--- config.mk ---
export PLATFORM = sky130hd
export DESIGN_NAME = obd_dtc_response_parser
export DESIGN_NICKNAME = d
export VERILOG_FILES = /design/src/design/obddtc_pkg.sv /design/src/design/obddtc_parse.sv /design/src/design/obddtc_fifo.sv /design/src/design/obd_dtc_response_parser.sv
export SDC_FILE = /design/constraint.sdc
export NUM_CORES = 1
export LEC_CHECK = 0
export ABC_AREA = 1
export BUFFER_PORTS_ARGS = -buffer_cell sky130_fd_sc_hd__buf_2
export CAP_MARGIN = 10
export CORE_ASPECT_RATIO = 1.25
export CORE_MARGIN = 1
export CORE_UTILIZATION = 65
export DETAILED_ROUTE_END_ITERATION = 10
export HOLD_SLACK_MARGIN = 0.03
export PLACE_DENSITY_LB_ADDON = 0.2
export REMOVE_ABC_BUFFERS = 1
export SLEW_MARGIN = 20
export SYNTH_ARGS = -nofsm -noshare
export SYNTH_HDL_FRONTEND = slang
export SYNTH_SLANG_ARGS = --single-unit
--- constraint.sdc ---
create_clock -name aclk -period 6.2 [get_ports aclk]
set_input_delay 1.55 -clock aclk [delete_from_list [all_inputs] [get_ports aclk]]
set_output_delay 1.55 -clock aclk [all_outputs]
set_load 0.02 [all_outputs]
--- src/design/obddtc_pkg.sv ---
// ----------------------------------------------------------------------------
// obddtc_pkg: shared types and constants for the DTC response parser
// Parse modes and phases, result record, per-beat push record, char codes.
// ----------------------------------------------------------------------------
package obddtc_pkg;

    // upper bound on codes taken from one response (1..16)
    localparam int CODE_LIMIT_MAX = 16;

    localparam int CFG_W      = 5;
    localparam int CAP_W      = 7;
    localparam int FIFO_DEPTH = 4;
    localparam int FIFO_AW    = $clog2(FIFO_DEPTH);
    localparam int FIFO_CW    = $clog2(FIFO_DEPTH + 1);
    localparam int M_DATA_W   = 40;

    localparam logic [CFG_W-1:0] CODE_LIMIT_RST = 5'd16;

    localparam logic [7:0] HDR_BIN  = 8'h43;
    localparam logic [7:0] CH_FOUR  = 8'h34;
    localparam logic [7:0] CH_THREE = 8'h33;
    localparam logic [7:0] CH_SPACE = 8'h20;
    localparam logic [7:0] CH_ZERO  = 8'h30;
    localparam logic [7:0] CH_NINE  = 8'h39;
    localparam logic [7:0] CH_LA    = 8'h61;
    localparam logic [7:0] CH_LF    = 8'h66;
    localparam logic [7:0] CH_UA    = 8'h41;
    localparam logic [7:0] CH_UF    = 8'h46;

    localparam logic KIND_CODE = 1'b0;
    localparam logic KIND_END  = 1'b1;

    typedef enum logic [1:0] {
        MODE_UNDEC = 2'd0,
        MODE_BIN   = 2'd1,
        MODE_ASCII = 2'd2
    } mode_t;

    typedef enum logic [3:0] {
        PH_SEARCH    = 4'd0,
        PH_AFTER_HDR = 4'd1,
        PH_HI0       = 4'd2,
        PH_HI1       = 4'd3,
        PH_SEP1      = 4'd4,
        PH_LO0       = 4'd5,
        PH_LO1       = 4'd6,
        PH_SEP2      = 4'd7,
        PH_DONE      = 4'd8
    } phase_t;

    typedef struct packed {
        logic       kind;
        logic [3:0] code_index;
        logic [7:0] first_byte;
        logic [7:0] second_byte;
        logic [1:0] category;
        logic [1:0] first_digit;
        logic [3:0] middle_nibble;
        logic [4:0] code_count;
        logic       codes_present;
        logic       last;
    } res_t;

    // results caused by one input beat, in order
    typedef struct packed {
        logic [1:0] cnt;
        res_t       first;
        res_t       second;
    } push_t;

    // bit 4 set: not a hex digit
    function automatic logic [4:0] hex_val(input logic [7:0] c);
        logic [7:0] d;
        begin
            d = 8'h00;
            if (c >= CH_ZERO && c <= CH_NINE) begin
                d = c - CH_ZERO;
                hex_val = {1'b0, d[3:0]};
            end else if (c >= CH_LA && c <= CH_LF) begin
                d = c - CH_LA + 8'd10;
                hex_val = {1'b0, d[3:0]};
            end else if (c >= CH_UA && c <= CH_UF) begin
                d = c - CH_UA + 8'd10;
                hex_val = {1'b0, d[3:0]};
            end else begin
                hex_val = 5'h10;
            end
        end
    endfunction

endpackage

--- src/design/obddtc_parse.sv ---
// ----------------------------------------------------------------------------
// obddtc_parse: per-byte parse state and result formation
// Holds the reply state; one beat updates it and yields up to two results.
// ----------------------------------------------------------------------------
module obddtc_parse #(
    parameter int CODE_LIMIT_MAX = obddtc_pkg::CODE_LIMIT_MAX
) (
    input  logic                          aclk,
    input  logic                          aresetn,
    input  logic                          beat_en,
    input  logic [7:0]                    resp_byte,
    input  logic                          last_byte,
    input  logic [obddtc_pkg::CFG_W-1:0]  code_limit,
    output obddtc_pkg::push_t             push
);

    obddtc_pkg::mode_t  mode_reg,  mode_next;
    obddtc_pkg::phase_t phase_reg, phase_next;
    logic [7:0] prev_reg,  prev_next;
    logic [1:0] pos_reg,   pos_next;
    logic [7:0] hi_reg,    hi_next;
    logic [3:0] nib_reg,   nib_next;
    logic [4:0] fc_reg,    fc_next;

    logic [4:0] hex;
    logic       hex_ok;
    logic       asc, hi0_go, lo0_go, code_v;
    logic [7:0] code_lo;
    logic [obddtc_pkg::CAP_W-1:0] cap, fc_wide;
    logic       at_cap;
    obddtc_pkg::res_t code_res, end_res;

    always_comb begin
        if ({2'b00, code_limit} < obddtc_pkg::CAP_W'(CODE_LIMIT_MAX)) begin
            cap = {2'b00, code_limit};
        end else begin
            cap = obddtc_pkg::CAP_W'(CODE_LIMIT_MAX);
        end
        fc_wide = {2'b00, fc_reg};
        at_cap  = (fc_wide >= cap);
    end

    always_comb begin
        mode_next  = mode_reg;
        phase_next = phase_reg;
        pos_next   = pos_reg;
        hi_next    = hi_reg;
        nib_next   = nib_reg;
        fc_next    = fc_reg;
        prev_next  = resp_byte;
        hex        = obddtc_pkg::hex_val(resp_byte);
        hex_ok     = !hex[4];
        asc        = 1'b0;
        hi0_go     = 1'b0;
        lo0_go     = 1'b0;
        code_v     = 1'b0;
        code_lo    = resp_byte;

        case (mode_reg)
            obddtc_pkg::MODE_UNDEC: begin
                if (resp_byte == obddtc_pkg::HDR_BIN) begin
                    mode_next = obddtc_pkg::MODE_BIN;
                    pos_next  = 2'd0;
                end else begin
                    mode_next = obddtc_pkg::MODE_ASCII;
                    asc       = 1'b1;
                end
            end
            obddtc_pkg::MODE_BIN: begin
                if (pos_reg == 2'd0) begin
                    pos_next = 2'd1;
                end else if (pos_reg == 2'd1) begin
                    hi_next  = resp_byte;
                    pos_next = 2'd2;
                end else begin
                    code_v   = !at_cap;
                    pos_next = 2'd1;
                end
            end
            default: begin
                asc = 1'b1;
            end
        endcase

        if (asc) begin
            case (phase_reg)
                obddtc_pkg::PH_SEARCH: begin
                    if (prev_reg == obddtc_pkg::CH_FOUR &&
                        resp_byte == obddtc_pkg::CH_THREE) begin
                        phase_next = obddtc_pkg::PH_AFTER_HDR;
                    end
                end
                obddtc_pkg::PH_AFTER_HDR, obddtc_pkg::PH_SEP2: begin
                    phase_next = obddtc_pkg::PH_HI0;
                    hi0_go     = (resp_byte != obddtc_pkg::CH_SPACE);
                end
                obddtc_pkg::PH_HI0: begin
                    hi0_go = 1'b1;
                end
                obddtc_pkg::PH_HI1: begin
                    if (!hex_ok) begin
                        phase_next = obddtc_pkg::PH_DONE;
                    end else begin
                        hi_next    = {nib_reg, hex[3:0]};
                        phase_next = obddtc_pkg::PH_SEP1;
                    end
                end
                obddtc_pkg::PH_SEP1: begin
                    phase_next = obddtc_pkg::PH_LO0;
                    lo0_go     = (resp_byte != obddtc_pkg::CH_SPACE);
                end
                obddtc_pkg::PH_LO0: begin
                    lo0_go = 1'b1;
                end
                obddtc_pkg::PH_LO1: begin
                    if (!hex_ok) begin
                        phase_next = obddtc_pkg::PH_DONE;
                    end else begin
                        code_v     = 1'b1;
                        code_lo    = {nib_reg, hex[3:0]};
                        phase_next = obddtc_pkg::PH_SEP2;
                    end
                end
                default: begin
                    phase_next = obddtc_pkg::PH_DONE;
                end
            endcase
        end

        // high nibble of a new code: also where the cap stops parsing
        if (hi0_go) begin
            if (at_cap || !hex_ok) begin
                phase_next = obddtc_pkg::PH_DONE;
            end else begin
                nib_next   = hex[3:0];
                phase_next = obddtc_pkg::PH_HI1;
            end
        end
        if (lo0_go) begin
            if (!hex_ok) begin
                phase_next = obddtc_pkg::PH_DONE;
            end else begin
                nib_next   = hex[3:0];
                phase_next = obddtc_pkg::PH_LO1;
            end
        end

        if (code_v) begin
            fc_next = fc_reg + 5'd1;
        end

        code_res               = '0;
        code_res.kind          = obddtc_pkg::KIND_CODE;
        code_res.code_index    = fc_reg[3:0];
        code_res.first_byte    = hi_reg;
        code_res.second_byte   = code_lo;
        code_res.category      = hi_reg[7:6];
        code_res.first_digit   = hi_reg[5:4];
        code_res.middle_nibble = hi_reg[3:0];
        code_res.last          = !last_byte;

        end_res               = '0;
        end_res.kind          = obddtc_pkg::KIND_END;
        end_res.code_count    = fc_next;
        end_res.codes_present = (fc_next != 5'd0);
        end_res.last          = 1'b1;

        push.cnt    = {1'b0, code_v} + {1'b0, last_byte};
        push.first  = code_v ? code_res : end_res;
        push.second = end_res;

        // end of reply rearms for the next one
        if (last_byte) begin
            mode_next  = obddtc_pkg::MODE_UNDEC;
            phase_next = obddtc_pkg::PH_SEARCH;
            prev_next  = 8'h00;
            pos_next   = 2'd0;
            hi_next    = 8'h00;
            nib_next   = 4'h0;
            fc_next    = 5'd0;
        end
    end

    always_ff @(posedge aclk) begin
        if (!aresetn) begin
            mode_reg  <= obddtc_pkg::MODE_UNDEC;
            phase_reg <= obddtc_pkg::PH_SEARCH;
            prev_reg  <= 8'h00;
            pos_reg   <= 2'd0;
            hi_reg    <= 8'h00;
            nib_reg   <= 4'h0;
            fc_reg    <= 5'd0;
        end else if (beat_en) begin
            mode_reg  <= mode_next;
            phase_reg <= phase_next;
            prev_reg  <= prev_next;
            pos_reg   <= pos_next;
            hi_reg    <= hi_next;
            nib_reg   <= nib_next;
            fc_reg    <= fc_next;
        end
    end

endmodule

--- src/design/obddtc_fifo.sv ---
// ----------------------------------------------------------------------------
// obddtc_fifo: small result queue
// Takes up to two results per push, hands out one per pop.
// ----------------------------------------------------------------------------
module obddtc_fifo (
    input  logic                aclk,
    input  logic                aresetn,
    input  logic                push_en,
    input  obddtc_pkg::push_t   push,
    input  logic                pop,
    output obddtc_pkg::res_t    head,
    output logic                head_valid,
    output logic                room
);

    obddtc_pkg::res_t mem [obddtc_pkg::FIFO_DEPTH];

    logic [obddtc_pkg::FIFO_AW-1:0] wr_reg, wr_next, rd_reg, rd_next, wr_plus1;
    logic [obddtc_pkg::FIFO_CW-1:0] cnt_reg, cnt_next;
    logic [1:0] n_in;
    logic       do_pop;

    always_comb begin
        n_in     = push_en ? push.cnt : 2'd0;
        do_pop   = pop && (cnt_reg != '0);
        wr_plus1 = wr_reg + obddtc_pkg::FIFO_AW'(1);
        wr_next  = wr_reg + obddtc_pkg::FIFO_AW'(n_in);
        rd_next  = rd_reg + obddtc_pkg::FIFO_AW'(do_pop);
        cnt_next = cnt_reg + obddtc_pkg::FIFO_CW'(n_in) - obddtc_pkg::FIFO_CW'(do_pop);
    end

    always_ff @(posedge aclk) begin
        if (n_in != 2'd0) begin
            mem[wr_reg] <= push.first;
        end
        if (n_in == 2'd2) begin
            mem[wr_plus1] <= push.second;
        end
    end

    always_ff @(posedge aclk) begin
        if (!aresetn) begin
            wr_reg  <= '0;
            rd_reg  <= '0;
            cnt_reg <= '0;
        end else begin
            wr_reg  <= wr_next;
            rd_reg  <= rd_next;
            cnt_reg <= cnt_next;
        end
    end

    assign head       = mem[rd_reg];
    assign head_valid = (cnt_reg != '0);
    // room for a full two-result beat
    assign room       = (cnt_reg <= obddtc_pkg::FIFO_CW'(obddtc_pkg::FIFO_DEPTH - 2));

endmodule

--- src/design/obd_dtc_response_parser.sv ---
// ----------------------------------------------------------------------------
// obd_dtc_response_parser: OBD-II mode 03 trouble-code reply parser
// Binary or ASCII reply bytes in; decoded codes and an end summary out.
// ----------------------------------------------------------------------------
//  channel  | dir | beat contents
//  s_axis   | in  | tdata[7:0] resp_byte, tlast last_byte
//  m_axis   | out | tdata code/summary fields, tuser kind, tlast on summary and on codes from non-final bytes
//  cfg      | in  | cfg_data[4:0] code limit
//
//  One reply byte per cycle; each byte is parsed in the cycle it is taken.
//  A byte gives up to two results (a code and, on tlast, the end summary);
//  they drain one per cycle while m_tready is high, through a four-entry
//  result queue, so bytes that give two results each are held back by it.
//  s_tready drops only when the queue lacks room for two results.
//  Synchronous active-low reset; the code limit resets to 16.
// ----------------------------------------------------------------------------
module obd_dtc_response_parser #(
    parameter int CODE_LIMIT_MAX = obddtc_pkg::CODE_LIMIT_MAX
) (
    input  logic                                aclk,
    input  logic                                aresetn,
    input  logic                                s_tvalid,
    output logic                                s_tready,
    input  logic [7:0]                          s_tdata,   // [7:0] resp_byte
    input  logic                                s_tlast,
    output logic                                m_tvalid,
    input  logic                                m_tready,
    // [3:0] code_index, [11:4] first_byte, [19:12] second_byte,
    // [21:20] category, [23:22] first_digit, [27:24] middle_nibble,
    // [32:28] code_count, [33] codes_present, [39:34] zero
    output logic [obddtc_pkg::M_DATA_W-1:0]     m_tdata,
    output logic                                m_tuser,   // [0] kind
    output logic                                m_tlast,
    input  logic                                cfg_valid,
    output logic                                cfg_ready,
    input  logic [obddtc_pkg::CFG_W-1:0]        cfg_data
);

    logic [obddtc_pkg::CFG_W-1:0] code_limit_reg;
    logic                         beat;
    logic                         room;
    obddtc_pkg::push_t            push;
    obddtc_pkg::res_t             head;

    assign cfg_ready = 1'b1;

    always_ff @(posedge aclk) begin
        if (!aresetn) begin
            code_limit_reg <= obddtc_pkg::CODE_LIMIT_RST;
        end else if (cfg_valid) begin
            code_limit_reg <= cfg_data;
        end
    end

    assign s_tready = room;
    assign beat     = s_tvalid && room;

    obddtc_parse #(
        .CODE_LIMIT_MAX (CODE_LIMIT_MAX)
    ) u_parse (
        .aclk       (aclk),
        .aresetn    (aresetn),
        .beat_en    (beat),
        .resp_byte  (s_tdata),
        .last_byte  (s_tlast),
        .code_limit (code_limit_reg),
        .push       (push)
    );

    obddtc_fifo u_fifo (
        .aclk       (aclk),
        .aresetn    (aresetn),
        .push_en    (beat),
        .push       (push),
        .pop        (m_tready),
        .head       (head),
        .head_valid (m_tvalid),
        .room       (room)
    );

    assign m_tdata = {6'd0, head.codes_present, head.code_count, head.middle_nibble,
                      head.first_digit, head.category, head.second_byte,
                      head.first_byte, head.code_index};
    assign m_tuser = head.kind;
    assign m_tlast = head.last;

endmodule
After elaboration in Yosys (flattened, before gate mapping):

Memories as Yosys holds them, arrays and structs flattened. A register that Yosys moved wholly into a read port is not among the register bits.
Cells that the tools add are included.
W data, S select, Z words.

* register bits: 45
* bits in writable memories: 144
* bits of input ports: 19
* logic and storage cells: 132
* memories: 1

* $add $sub $neg: 12
* $lt $le $gt $ge: 9
* eq/ne operators: 17
* mux-type cells: 59
* reductions and logical operators: 23

Memories
* u_fifo.mem: depth 4, width 36, rd ports 1, clocked after Yosys merged registers in 1, write ports 2, line obddtc_fifo.sv:16 `obddtc_pkg::res_t mem [obddtc_pkg::FIFO_DEPTH];`

Operators with widths (number)
* $mux W8: 11
* $mux W4: 14
* $mux W36: 1
* $mux W5: 6
* $pmux W4 S6: 1
* $mux W2: 9
* $eq A4 B3 Y1 const B: 4
* $eq A8 B6 Y1 const B: 2
* $ge A8 B7 Y1 const B: 2
* $le A8 B7 Y1 const B: 2
* $mux W1: 13
* $sub A4 B1 Y4 const B: 3
* $add A4 B4 Y4 const B: 2
* $eq A4 B2 Y1 const B: 2
* $eq A8 B7 Y1 const B: 1
* $ge A8 B6 Y1 const B: 1
* $le A8 B6 Y1 const B: 1
* $ne A8 B6 Y1 const B: 1
* $logic_and A1 B1 Y1: 6
* $pmux W1 S2: 3
* $reduce_bool A3 Y1: 2
* $add A5 B1 Y5 const B: 1
* $ge A5 B5 Y1: 1
* $lt A5 B5 Y1 const B: 1
* other kinds (25): 30

Longest topological paths before layout:

Gate-level depths: netlist of the first run.

* depth after elaboration: 15
* gate-level depth with buffers: 22
* mapped depth without buffers: 18

By module:

A second synthesis of the first run with hierarchy kept.

* cell total of the unflattened synthesis: 1265
* area total of the unflattened synthesis: 10651.5 um^2

By module, submodules not included
* obddtc_fifo: instances 1, cells each 767, area an instance 7507.2 um^2
* obddtc_parse: instances 1, cells each 457, area an instance 2864.0 um^2
* obd_dtc_response_parser: instances 1, cells each 41, area an instance 280.3 um^2

Worst setup path before layout of the first run:

No wires, ideal clock.

* path type: in2reg
* start: input port s_tdata[0]
* end: register u_fifo.cnt_reg[2] (netlist bit)
* library setup time: 0.123 ns
* arrival: 4.295 ns
* slack: 1.783 ns
* cell stages on the path: 20
* path buffers: 2
* cells stage by stage: inv_1 > ha_1 > nor3b_2 > nor2_2 > nand2_2 > nand2_4 > nand2_4 > nand2_4 > buf_6 > buf_8 > ha_1 > inv_1 > nor2_8 > inv_1 > ha_1 > inv_1 > fa_1 > xor2_1 > o21ai_0 > a21oi_1

* longest elaborated chain between the ends: 12
* elaborated cells between the ends (all ways): 22
* classes of those cells: add/sub (3); order compare (6); eq/ne (1); mux (9); reduce/logical (3)

Ends and longest elaborated chain
* start, declared: line obd_dtc_response_parser.sv:24 `input logic [7:0] s_tdata,`
* $ge A8 B7 Y1 / $le A8 B7 Y1 (equally long branches): line obddtc_pkg.sv:82 `end else if (c >= CH_UA && c <= CH_UF) begin`
* $logic_and A1 B1 Y1: line obddtc_pkg.sv:82
* $mux W5: line obddtc_pkg.sv:82
* $mux W5: line obddtc_pkg.sv:79 `end else if (c >= CH_LA && c <= CH_LF) begin`
* $mux W5: line obddtc_pkg.sv:76 `if (c >= CH_ZERO && c <= CH_NINE) begin`
* $mux W1: line obddtc_parse.sv:116 `if (!hex_ok) begin`
* $mux W1: line obddtc_parse.sv:86 `case (phase_reg)`
* $mux W1 *: line obddtc_parse.sv:85 `if (asc) begin`
* $add A1 B1 Y2 *: line obddtc_parse.sv:168 `push.cnt = {1'b0, code_v} + {1'b0, last_byte};`
* $mux W2 *: line obddtc_fifo.sv:24 `n_in = push_en ? push.cnt : 2'd0;`
* $add A3 B2 Y3 *: line obddtc_fifo.sv:29 `cnt_next = cnt_reg + obddtc_pkg::FIFO_CW'(n_in) - obddtc_pkg::FIFO_CW'(do_pop);`
* $sub A3 B1 Y3 *: line obddtc_fifo.sv:29
* end signal, assigned: line obddtc_fifo.sv:49 `cnt_reg <= cnt_next;`
* end, declared: line obddtc_fifo.sv:19 `logic [obddtc_pkg::FIFO_CW-1:0] cnt_reg, cnt_next;`

Mark *: on every way between the ends. The rest lies on a longest branch, timed or not.
A chain may end at the register's enable or synchronous reset.

==> out/summary.txt, run 1 <==
Tmin final - 4.96 ns
Iter 0 DRT Violations - 599
Worst hold start - u_fifo.mem[2][19]$_SDFFE_PP0P_
Die Ht - 125 µm
Area growth syn-to-layout - 9.98%
Skew final - 0.00948 ns
CTS Buf Count - 17
Gr usage total - 31.6%
Combinational share of power - 28.1%
# H-tree levels - 4
Final worst slack - 1.24 ns
VDD IR max - 0.198 mV
Clk pwr share - 35.1%
Yosys cell types - 39
Wire length of the first global-routing pass - 31,200 µm
Status - completed
Post-CTS Resized - 0
CTS tree - yes
Worst Tran Pin Value - 0.998 ns
Final hold vios - 0
Routability Congestion - 0.914
Ys Warns - 0
Post-CTS setup buffer count - 0
DR WL/cell - 15.8 µm
Pwr Density - 351 mW/mm²
Total core area - 0.0117 mm²
Compound-Gate Fraction of Synth Area - 20.1%
FF-to-FF End - u_fifo.mem[1][33]$_SDFFE_PP0P_
Commonest non-fill, non-tap cells in the layout - nand2_1, dfxtp_1, nor2_1, o21ai_0, inv_1
Synth Area in Adders - 3.12%
Slew Viols, Final - 0
Worst Hold Class - flip-flop to flip-flop
Multiplexer share of the synthesized area - 0%
Most common cell after layout, fill and taps aside - nand2_1
Die width - 100 µm
Max cap viols - 0
WP data arrival - 5.32 ns
Worst Setup End Kind - flip-flop
Gate count of the mapped netlist - 1,013
Antenna Nets Post-Route - 0
Achievable Freq - 201 MHz
Remaining Overflow, GRT - 0
Finish-stage setup viols - 0
Fill cells - 961
Clock Sink Count - 157
Starting Density - 67.3%
Tcrit/Tclk final - 80.1%
Sequential element share of the synthesized area - 43.1%
Rows - 44
Internal - 1.96 mW
Mapped Area - 0.00786 mm²
Crit Path Category - primary input to flip-flop
Seq pwr share - 36.8%
Cell depth of the worst hold path - 2
Sum Neg Setup Slack - 0 ns
Slew headroom - 33.1%
Post-Route WL - 19,100 µm
Worst-skew pair later-pin latency - 0.43 ns
Largest family of logic cells by synthesized area - simple AND/OR/NAND/NOR gates
Worst EP required - 6.55 ns
Vias per inst - 5.80
Simple-gate portion of the synthesized area - 23.8%
CTS hold repair buffers - 0
Worst-path maximum fanout - 24
Hpwl dp - 12,300 µm
Vias in the first global route - 6,507
Total chip power - 3.03 mW
Syn_area_per_cell - 7.76 µm²
Diode count - 0
Initial antenna violation count - 0
Fin util - 74.0%
DRC errors left - 0
Xor/xnor share of the synthesized area - 0.892%
Max reg flops - 112
Hold Crit Endpoint - u_fifo.mem[2][19]$_SDFFE_PP0P_
Port Buf Inserts - 56
Final nets - 1,072
Flops & latches, synth - 157
I/O pin count - 64
Sw Share - 35.3%
R2R cell count - 17
Pre-CTS WS - 0.978 ns
Largest net degree at the start of global routing - 59
Worst reg2reg setup slack - 1.78 ns
Psw - 1.07 mW
Crit start category - primary input
Clk buf depth - 2
LEAKAGE - 3.79 nW
Drt first pass iters - 6
Clock slew at reported path FFs - 0.06 ns
FF-to-FF Start - u_parse.fc_reg[2]$_SDFFE_PN0P_
RSZ-0062 raised after global routing - false
Via total after detailed routing - 7,008
Die ar. - 0.0125 mm²
CTS root buffer - clkbuf_16
Layout cell share with drive strength beyond 1 - 17.7%
[worst max-delay path: stages]
cell and delay, ns:
buf_2 0.13, inv_1 0.10, ha_1 0.22, o21ai_0 0.16, nand2_1 0.08, nand2_2 0.13
nand2_4 0.09, nand2_4 0.18, nand2_4 0.28, ha_1 0.37, inv_1 0.17, nor2_8 0.08
nor2_8 0.19, inv_2 0.06, nand2_1 0.05, buf_4 0.32, nand2_1 0.35, inv_2 0.48
nand2_1 0.18, o21ai_2 0.11
[metrics by stage]
step	hold WS, ns	instances	cell area (µm²)
after floorplan	0.414	955	7510
after global placement	0.431	1176	8030
after detailed placement	0.432	1176	8030
after CTS	0.448	1208	8640
after global routing	0.456	1208	8640
final	0.451	1208	8640
[Yosys cell counts]
cell      instances  area, µm²
nand2_4          12        135
o21ai_2          36        315
nor2_2            6       37.5
buf_2            13       65.1
inv_4             1       6.26
edfxtp_1         24        721
o21ai_0          97        485
buf_8             1       15.0
buf_6             2       22.5
o211ai_1         14        105
nand3_2           2       20.0
a22o_1           12        105
inv_1            71        267
nand2_2          10       62.6
o21ai_1           6       30.0
ha_1             18        225
nand2_1         224        841
clkinv_1          1       3.75
inv_2            17       63.8
nand4_1           7       43.8
nor2_8            3       60.1
o21a_1            1       7.51
nand3b_1          4       30.0
a21boi_0          1       7.51
buf_4            22        165
conb_1            2       7.51
nor2_1           98        368
dfxtp_1         133       2660
xor2_1            7       61.3
xnor2_1           1       8.76
fa_1              1       20.0
nand3_1          45        225
a21oi_1          44        220
nor2_4            2       22.5
and3_4            1       11.3
nor3b_2           1       12.5
clkbuf_1         25       93.8
o22ai_1          45        282
a21o_1            3       22.5
[worst max path at each step]
stage / start / to
2_1_floorplan: s_tdata[1] / u_fifo.mem[1][17]$_SDFFE_PP0P_
3_3_place_gp: s_tdata[1] / u_fifo.mem[1][18]$_SDFFE_PP0P_
3_5_place_dp: s_tdata[1] / u_fifo.mem[1][16]$_SDFFE_PP0P_
4_1_cts: s_tdata[1] / u_fifo.mem[1][33]$_SDFFE_PP0P_
5_1_grt: s_tdata[0] / u_fifo.mem[1][33]$_SDFFE_PP0P_
6_report: s_tdata[1] / u_fifo.mem[1][33]$_SDFFE_PP0P_
[power groups by stage]
| stage | sequential, mW | clock [mW] | combinational, mW |
|---|---|---|---|
| 6_report | 1.12 | 1.06 | 0.853 |
| 5_1_grt | 1.12 | 1.11 | 0.937 |
| 4_1_cts | 1.12 | 1.06 | 0.853 |
| 3_5_place_dp | 1.14 | 0 | 0.845 |
| 3_3_place_gp | 1.13 | 0 | 0.834 |
| 2_1_floorplan | 1.16 | 0 | 0.555 |
[final cells by class]
cell class	count	area [µm²]	share of cell area (%)
Multi-Input combinational cell	708	3800	44.0
Sequential cell	157	3380	39.2
Clock buffer	18	450	5.21
Tap cell	161	201	2.33
Inverter	90	340	3.94
Clock inverter	14	156	1.81
Timing Repair Buffer	60	310	3.59
[per-layer routing]
metal | track usage [%] | vias to the layer above | routed length [µm]
met5 | 0 | - | 0
met4 | 12.2 | 0 | 435
met3 | 7.13 | 37 | 1270
met2 | 53.4 | 281 | 9530
met1 | 39.0 | 3285 | 7880
li1 | - | 3405 | -
[logic make-up after synthesis]
family,after synthesis
compound gates,259
xor+xnor,8
fa+ha+maj,19
buf+inv,153
flops,157
other cells,2
simple gates,415
Power figures use the tool's default switching activity.
==> inputs of run 2 (changes only) <==
--- a/config.mk
+++ b/config.mk
@@ -10,7 +10,7 @@
 export CAP_MARGIN = 10
 export CORE_ASPECT_RATIO = 1.25
 export CORE_MARGIN = 1
-export CORE_UTILIZATION = 65
+export CORE_UTILIZATION = 54
 export DETAILED_ROUTE_END_ITERATION = 10
 export HOLD_SLACK_MARGIN = 0.03
 export PLACE_DENSITY_LB_ADDON = 0.2
==> constraint.sdc (replaced) <==
create_clock -name aclk -period 4.55 [get_ports aclk]
set_input_delay 1.1375 -clock aclk [delete_from_list [all_inputs] [get_ports aclk]]
set_output_delay 1.1375 -clock aclk [all_outputs]
set_load 0.02 [all_outputs]
==> run 2 against run 1 <==
Compared with the run above:
- sequential cell count unchanged
- utilization down 12 points
- worst setup slack worse by 0.40 ns
- die area up 20%
- register-to-register slack worse by 0.75 ns
- count of clock-buffer cells in the layout up 4
- largest power group unchanged
==> out/summary.txt, run 2 (synthesis gave the netlist of run 1 again) <==
Status - completed (unchanged)
Slew headroom - 38.1% (was 33.1%)
CTS Buf Count - 17 (unchanged)
DR WL/cell - 15.3 µm (was 15.8 µm)
VDD IR max - 0.332 mV (was 0.198 mV)
# H-tree levels - 4 (unchanged)
Diode count - 0 (unchanged)
Drt first pass iters - 6 (unchanged)
Finish-stage setup viols - 0 (unchanged)
Tcrit/Tclk final - 81.7%
Worst Setup End Kind - flip-flop (unchanged)
Cell mode on critical path - nand2_4 (was nand2_1)
Commonest non-fill, non-tap cells in the layout - nand2_1, dfxtp_1, nor2_1, o21ai_0, inv_1 (unchanged)
Achievable Freq - 269 MHz
R2R cell count - 15 (was 17)
Area growth syn-to-layout - 10.9% (was 9.98%)
Final hold vios - 0 (unchanged)
Antenna Nets Post-Route - 0 (unchanged)
Sum Neg Setup Slack - 0 ns (unchanged)
Layout cell share with drive strength beyond 1 - 18.3% (was 17.7%)
Worst Tran Pin Value - 0.928 ns (was 0.998 ns)
Crit Path Category - primary input to flip-flop (unchanged)
Most common cell after layout, fill and taps aside - nand2_1 (unchanged)
Clock Sink Count - 157 (unchanged)
Iter 0 DRT Violations - 473 (was 599)
Die ar. - 0.0150 mm² (was 0.0125 mm²)
Pwr Density - 474 mW/mm² (was 351 mW/mm²)
Skew final - 0.0100 ns (was 0.00948 ns)
Slew Viols, Final - 0 (unchanged)
Final nets - 1,082 (was 1,072)
Rows - 48 (was 44)
Max reg flops - 112 (unchanged)
Initial antenna violation count - 0 (unchanged)
Die width - 110 µm (was 100 µm)
Biggest cell delay along the critical path - 0.28 ns (was 0.48 ns)
Total chip power - 4.13 mW (was 3.03 mW)
Die Ht - 137 µm (was 125 µm)
Worst path cell trace - buf_2, inv_1, ha_1, o21ai_0, nand2_1, nand2_2, nand2_4, nand2_4, nand2_4, ha_1, inv_1, nor2_4, nor2_8, nor2_4, inv_2, nand2_2, inv_2, a22o_1 (was buf_2, inv_1, ha_1, o21ai_0, nand2_1, nand2_2, nand2_4, nand2_4, nand2_4, ha_1, inv_1, nor2_8, nor2_8, inv_2, nand2_1, buf_4, nand2_1, inv_2, nand2_1, o21ai_2)
Total core area - 0.0140 mm² (was 0.0117 mm²)
RSZ-0062 raised after global routing - false (unchanged)
Largest net degree at the start of global routing - 58 (was 59)
Slowest cell on the critical path - ha_1 (was inv_2)
Gr usage total - 26.5% (was 31.6%)
Port Buf Inserts - 56 (unchanged)
Crit start category - primary input (unchanged)
Final worst slack - 0.834 ns (was 1.24 ns)
Starting Density - 56.2% (was 67.3%)
Worst Hold Class - flip-flop to flip-flop (unchanged)
DRC errors left - 0 (unchanged)
FF-to-FF End - u_fifo.mem[2][16]$_SDFFE_PP0P_ (was u_fifo.mem[1][33]$_SDFFE_PP0P_)
Critical Path End - u_fifo.mem[2][16]$_SDFFE_PP0P_ (was u_fifo.mem[1][33]$_SDFFE_PP0P_)
CTS root buffer - clkbuf_16 (unchanged)
Worst hold start - u_fifo.mem[0][19]$_SDFFE_PP0P_ (was u_fifo.mem[2][19]$_SDFFE_PP0P_)
LEAKAGE - 3.83 nW (was 3.79 nW)
Remaining Overflow, GRT - 0 (unchanged)
Final std cells w/o fill - 1,231 (was 1,208)
Post-CTS Resized - 0 (unchanged)
WP data arrival - 4.04 ns (was 5.32 ns)
FF-to-FF Start - u_parse.fc_reg[2]$_SDFFE_PN0P_ (unchanged)
Post-CTS setup buffer count - 0 (unchanged)
Dpl cells - 1,200 (was 1,176)
Max cap viols - 0 (unchanged)
CTS hold repair buffers - 0 (unchanged)
Wire length of the first global-routing pass - 30,500 µm (was 31,200 µm)
CP startpoint - s_tdata[0] (was s_tdata[1])
Clock slew at reported path FFs - 0.06 ns (about the same)
CTS tree - yes (unchanged)
Worst-path maximum fanout - 20 (was 24)
Fill cells - 1,282 (was 961)
Post-Route WL - 18,900 µm (was 19,100 µm)
Worst reg2reg setup slack - 1.03 ns (was 1.78 ns)
Worst EP required - 4.87 ns (was 6.55 ns)
Clk buf depth - 2 (unchanged)
Pre-CTS WS - 0.387 ns (was 0.978 ns)
Worst-skew pair later-pin latency - 0.43 ns (about the same)
Vias per inst - 5.49 (was 5.80)
Vias in the first global route - 6,267 (was 6,507)
Fin util - 62.3% (was 74.0%)
Tmin final - 3.72 ns
I/O pin count - 64 (unchanged)
Via total after detailed routing - 6,760 (was 7,008)
Hpwl dp - 12,900 µm (was 12,300 µm)
Routability Congestion - 0.930 (was 0.914)
## run 2: cell types whose count changed in the layout (fill, tap and decap cells not counted), sizes merged
| cell | before | now |
|---|---|---|
| buf | 60 | 70 |
| clkbuf | 18 | 22 |
| clkinv | 8 | 6 |
| inv | 94 | 91 |
## run 2: layout make-up
type	count	area, µm²	share of cell area (%)
inverter	90	340	3.90
tap	175	219	2.51
timing repair buffer	70	385	4.42
clock buffer	22	487	5.58
multi-input combinational	708	3790	43.5
clock inverter	9	108	1.23
sequential	157	3380	38.8
## run 2: how the worst min path moves through the flow
| stage | end | slack [ns] | cells after the start |
|---|---|---|---|
| floorplan | u_fifo.mem[2][19]$_SDFFE_PP0P_ | 0.41 | 2 |
| global placement | u_fifo.mem[2][21]$_SDFFE_PP0P_ | 0.43 | 2 |
| detailed placement | u_fifo.mem[1][20]$_SDFFE_PP0P_ | 0.44 | 2 |
| CTS | u_fifo.mem[1][20]$_SDFFE_PP0P_ | 0.45 | 2 |
| global route | u_fifo.mem[3][21]$_SDFFE_PP0P_ | 0.46 | 2 |
| finish | u_fifo.mem[0][19]$_SDFFE_PP0P_ | 0.45 | 2 |
## run 2: critical path, delay by kind of cell
kind,cells,cell delay (ns)
simple gates,9,1.27
fa+ha+maj,2,0.49
buf+inv,5,0.71
compound gates,2,0.41
## run 2: power by group
part / switching [mW] / total [mW] / internal, mW
Combinational: 0.819 / 1.17 / 0.355
Clock: 0.568 / 1.44 / 0.869
Sequential: 0.0404 / 1.52 / 1.48
Total: 1.43 / 4.13 / 2.70
## run 2: through the flow
stage,cell area [µm²],hold slack (ns)
after detailed placement,8120,0.437
after global routing,8720,0.462
after CTS,8720,0.452
final,8720,0.451
after global placement,8120,0.426
after floorplan,7510,0.414
## run 2: metal layers
layer / up-vias / GRT usage (%) / wire length, µm
met1: 3128 / 32.5 / 8300
met4: 0 / 10.8 / 371
met2: 188 / 45.4 / 9280
li1: 3414 / - / -
met5: - / 0 / 0
met3: 30 / 4.76 / 910
==> inputs of run 3 (changes only) <==
--- a/config.mk
+++ b/config.mk
@@ -10,7 +10,7 @@
 export CAP_MARGIN = 10
 export CORE_ASPECT_RATIO = 1.25
 export CORE_MARGIN = 1
-export CORE_UTILIZATION = 54
+export CORE_UTILIZATION = 60
 export DETAILED_ROUTE_END_ITERATION = 10
 export HOLD_SLACK_MARGIN = 0.03
 export PLACE_DENSITY_LB_ADDON = 0.2
==> constraint.sdc (replaced) <==
create_clock -name aclk -period 3.7 [get_ports aclk]
set_input_delay 0.925 -clock aclk [delete_from_list [all_inputs] [get_ports aclk]]
set_output_delay 0.925 -clock aclk [all_outputs]
set_load 0.02 [all_outputs]
==> run 3 against run 2 <==
Compared with the run above:
- critical path depth grew 1
- worst setup slack lost 0.41 ns
- utilization is 6.7 points higher
- sequential share of layout area is 0.25 points lower
- register-to-register slack got worse by 0.40 ns
- non-clock buffer count up 7
- sequential cell count is the same
- clock skew increased by 0.0017 ns
- sequential power grew 22%
- routed wire length grew 3.2%
- via count increased by 4.3%
- worst hold slack got worse by 0.0074 ns
- critical path type unchanged
- largest cell class unchanged
- largest power group unchanged
==> out/summary.txt, run 3 (synthesis gave the netlist of run 1 again) <==
Status - completed (unchanged)
Achievable Freq - 305 MHz
Antenna Nets Post-Route - 0 (unchanged)
Die Ht - 130 µm (was 137 µm)
I/O pin count - 64 (unchanged)
Multi-input logic area - 0.00379 mm² (unchanged)
Max cap viols - 0 (unchanged)
RSZ-0062 raised after global routing - false (unchanged)
Slew headroom - 60.1% (was 38.1%)
Most common cell after layout, fill and taps aside - nand2_1 (unchanged)
Worst EP required - 4.07 ns (was 4.87 ns)
Vias in the first global route - 6,681 (was 6,267)
Worst Tran Pin Value - 0.599 ns (was 0.928 ns)
Die width - 104 µm (was 110 µm)
CTS Buf Count - 17 (unchanged)
Clk pwr share - 34.0% (was 34.8%)
Pre-CTS WS - 0.0385 ns (was 0.387 ns)
Starting Density - 61.8% (was 56.2%)
# H-tree levels - 4 (unchanged)
Finish-stage setup viols - 0 (unchanged)
Seq pwr share - 37.0% (was 36.7%)
Final nets - 1,089 (was 1,082)
Worst-path maximum fanout - 20 (unchanged)
Worst-skew pair later-pin latency - 0.43 ns (about the same)
Commonest non-fill, non-tap cells in the layout - nand2_1, dfxtp_1, nor2_1, o21ai_0, inv_1 (unchanged)
Hpwl dp - 12,700 µm (was 12,900 µm)
Wire length of the first global-routing pass - 32,200 µm (was 30,500 µm)
Tmin final - 3.27 ns
Final hold vios - 0 (unchanged)
Via total after detailed routing - 7,053 (was 6,760)
Vias per inst - 5.72 (was 5.49)
Worst Setup End Kind - flip-flop (unchanged)
DRC errors left - 0 (unchanged)
Fin util - 69.0% (was 62.3%)
Clock slew at reported path FFs - 0.06 ns (about the same)
Pwr Density - 574 mW/mm² (was 474 mW/mm²)
Port Buf Inserts - 56 (unchanged)
Die ar. - 0.0136 mm² (was 0.0150 mm²)
Initial antenna violation count - 0 (unchanged)
CTS tree - yes (unchanged)
WP data arrival - 3.64 ns (was 4.04 ns)
Slew Viols, Final - 0 (unchanged)
Crit Path Category - primary input to flip-flop (unchanged)
Combinational share of power - 29.0% (was 28.5%)
Register Area - 0.00338 mm² (unchanged)
Diode count - 0 (unchanged)
Gr usage total - 30.0% (was 26.5%)
Post-place instance area - 0.00819 mm² (was 0.00812 mm²)
Max reg flops - 112 (unchanged)
Largest net degree at the start of global routing - 58 (unchanged)
DR WL/cell - 15.8 µm (was 15.3 µm)
Worst Hold Class - flip-flop to flip-flop (unchanged)
Iter 0 DRT Violations - 536 (was 473)
Final worst slack - 0.425 ns (was 0.834 ns)
Post-CTS Resized - 0 (unchanged)
Internal - 3.20 mW (was 2.70 mW)
Sum Neg Setup Slack - 0 ns (unchanged)
Drt first pass iters - 7 (was 6)
Tcrit/Tclk final - 88.5%
Total chip power - 5.03 mW (was 4.13 mW)
Sw Share - 36.5% (was 34.6%)
CTS root buffer - clkbuf_16 (unchanged)
Remaining Overflow, GRT - 0 (unchanged)
Crit start category - primary input (unchanged)
Total core area - 0.0127 mm² (was 0.0140 mm²)
Dpl cells - 1,200 (unchanged)
Post-CTS setup buffer count - 0 (unchanged)
Hold_ws - 0.444 ns (was 0.451 ns)
Skew final - 0.0117 ns (was 0.0100 ns)
Clk buf depth - 2 (unchanged)
CTS hold repair buffers - 0 (unchanged)
Routability Congestion - 0.966 (was 0.930)
Final std cells w/o fill - 1,232 (was 1,231)
LEAKAGE - 3.87 nW (was 3.83 nW)
Finished Cell Area - 0.00877 mm² (was 0.00872 mm²)
Layout cell share with drive strength beyond 1 - 19.0% (was 18.3%)
Post-Route WL - 19,500 µm (was 18,900 µm)
Area growth syn-to-layout - 11.7% (was 10.9%)
Rows - 46 (was 48)
Psw - 1.84 mW (was 1.43 mW)
Fill cells - 1,107 (was 1,282)
VDD IR max - 0.311 mV (was 0.332 mV)
Clock Sink Count - 157 (unchanged)
[run 3: cell types whose count changed in the layout (fill, tap and decap cells not counted), moves of 2 or more]
cell	delta
buf_4	+5
inv_8	+4
inv_6	+3
buf_12	+2
bufinv_16	-2
clkinv_2	-2
clkinvlp_4	+2
[run 3: power by group through the flow]
stage | Sequential, mW | Clock (mW) | Combinational [mW]
floorplan | 1.94 | 0 | 0.930
global placement | 1.90 | 0 | 1.44
detailed placement | 1.90 | 0 | 1.45
CTS | 1.86 | 1.72 | 1.46
global route | 1.87 | 1.80 | 1.62
finish | 1.86 | 1.71 | 1.46
[run 3: final timing paths]
path / to / cells past startpoint / slack, ns / start
setup / recovery: u_fifo.mem[0][18]$_SDFFE_PP0P_ / 19 / 0.43 / s_tdata[1]
hold / removal: u_fifo.mem[2][20]$_SDFFE_PP0P_ / 2 / 0.44 / u_fifo.mem[2][20]$_SDFFE_PP0P_
setup reg to reg: u_fifo.cnt_reg[2]$_SDFF_PN0_ / 16 / 0.63 / u_parse.fc_reg[2]$_SDFFE_PN0P_
hold reg to reg: u_fifo.mem[2][20]$_SDFFE_PP0P_ / 2 / 0.44 / u_fifo.mem[2][20]$_SDFFE_PP0P_
[run 3: layout make-up]
class,instances,share of cell area [%]
clock buffers,19,5.29
clock inverters,13,1.34
inverters,90,3.88
multi-input cells,708,43.2
flip-flops and latches,157,38.6
well taps,168,2.40
repair buffers,77,5.28
[run 3: per-layer routing]
layer  vias to the layer above  track usage, %  share of wire, %
li1                       3426               -                 -
met1                      3307            36.1                42
met2                       267            51.8                49
met3                        53            5.99               6.2
met4                         0            14.3               2.8
met5                         -               0                 0
[run 3: worst max-delay path, cell delays in order]
cell and delay, ns:
buf_2 0.13, inv_1 0.11, ha_1 0.22, o21ai_0 0.17, nand2_1 0.09, nand2_2 0.13, nand2_4 0.10, nand2_4 0.09
nand2_4 0.05, ha_1 0.19, inv_1 0.14, nor2_8 0.05, buf_4 0.17, nor2_8 0.17, inv_2 0.06, nand2_2 0.17
nand2_2 0.08, inv_2 0.35, a22o_1 0.22
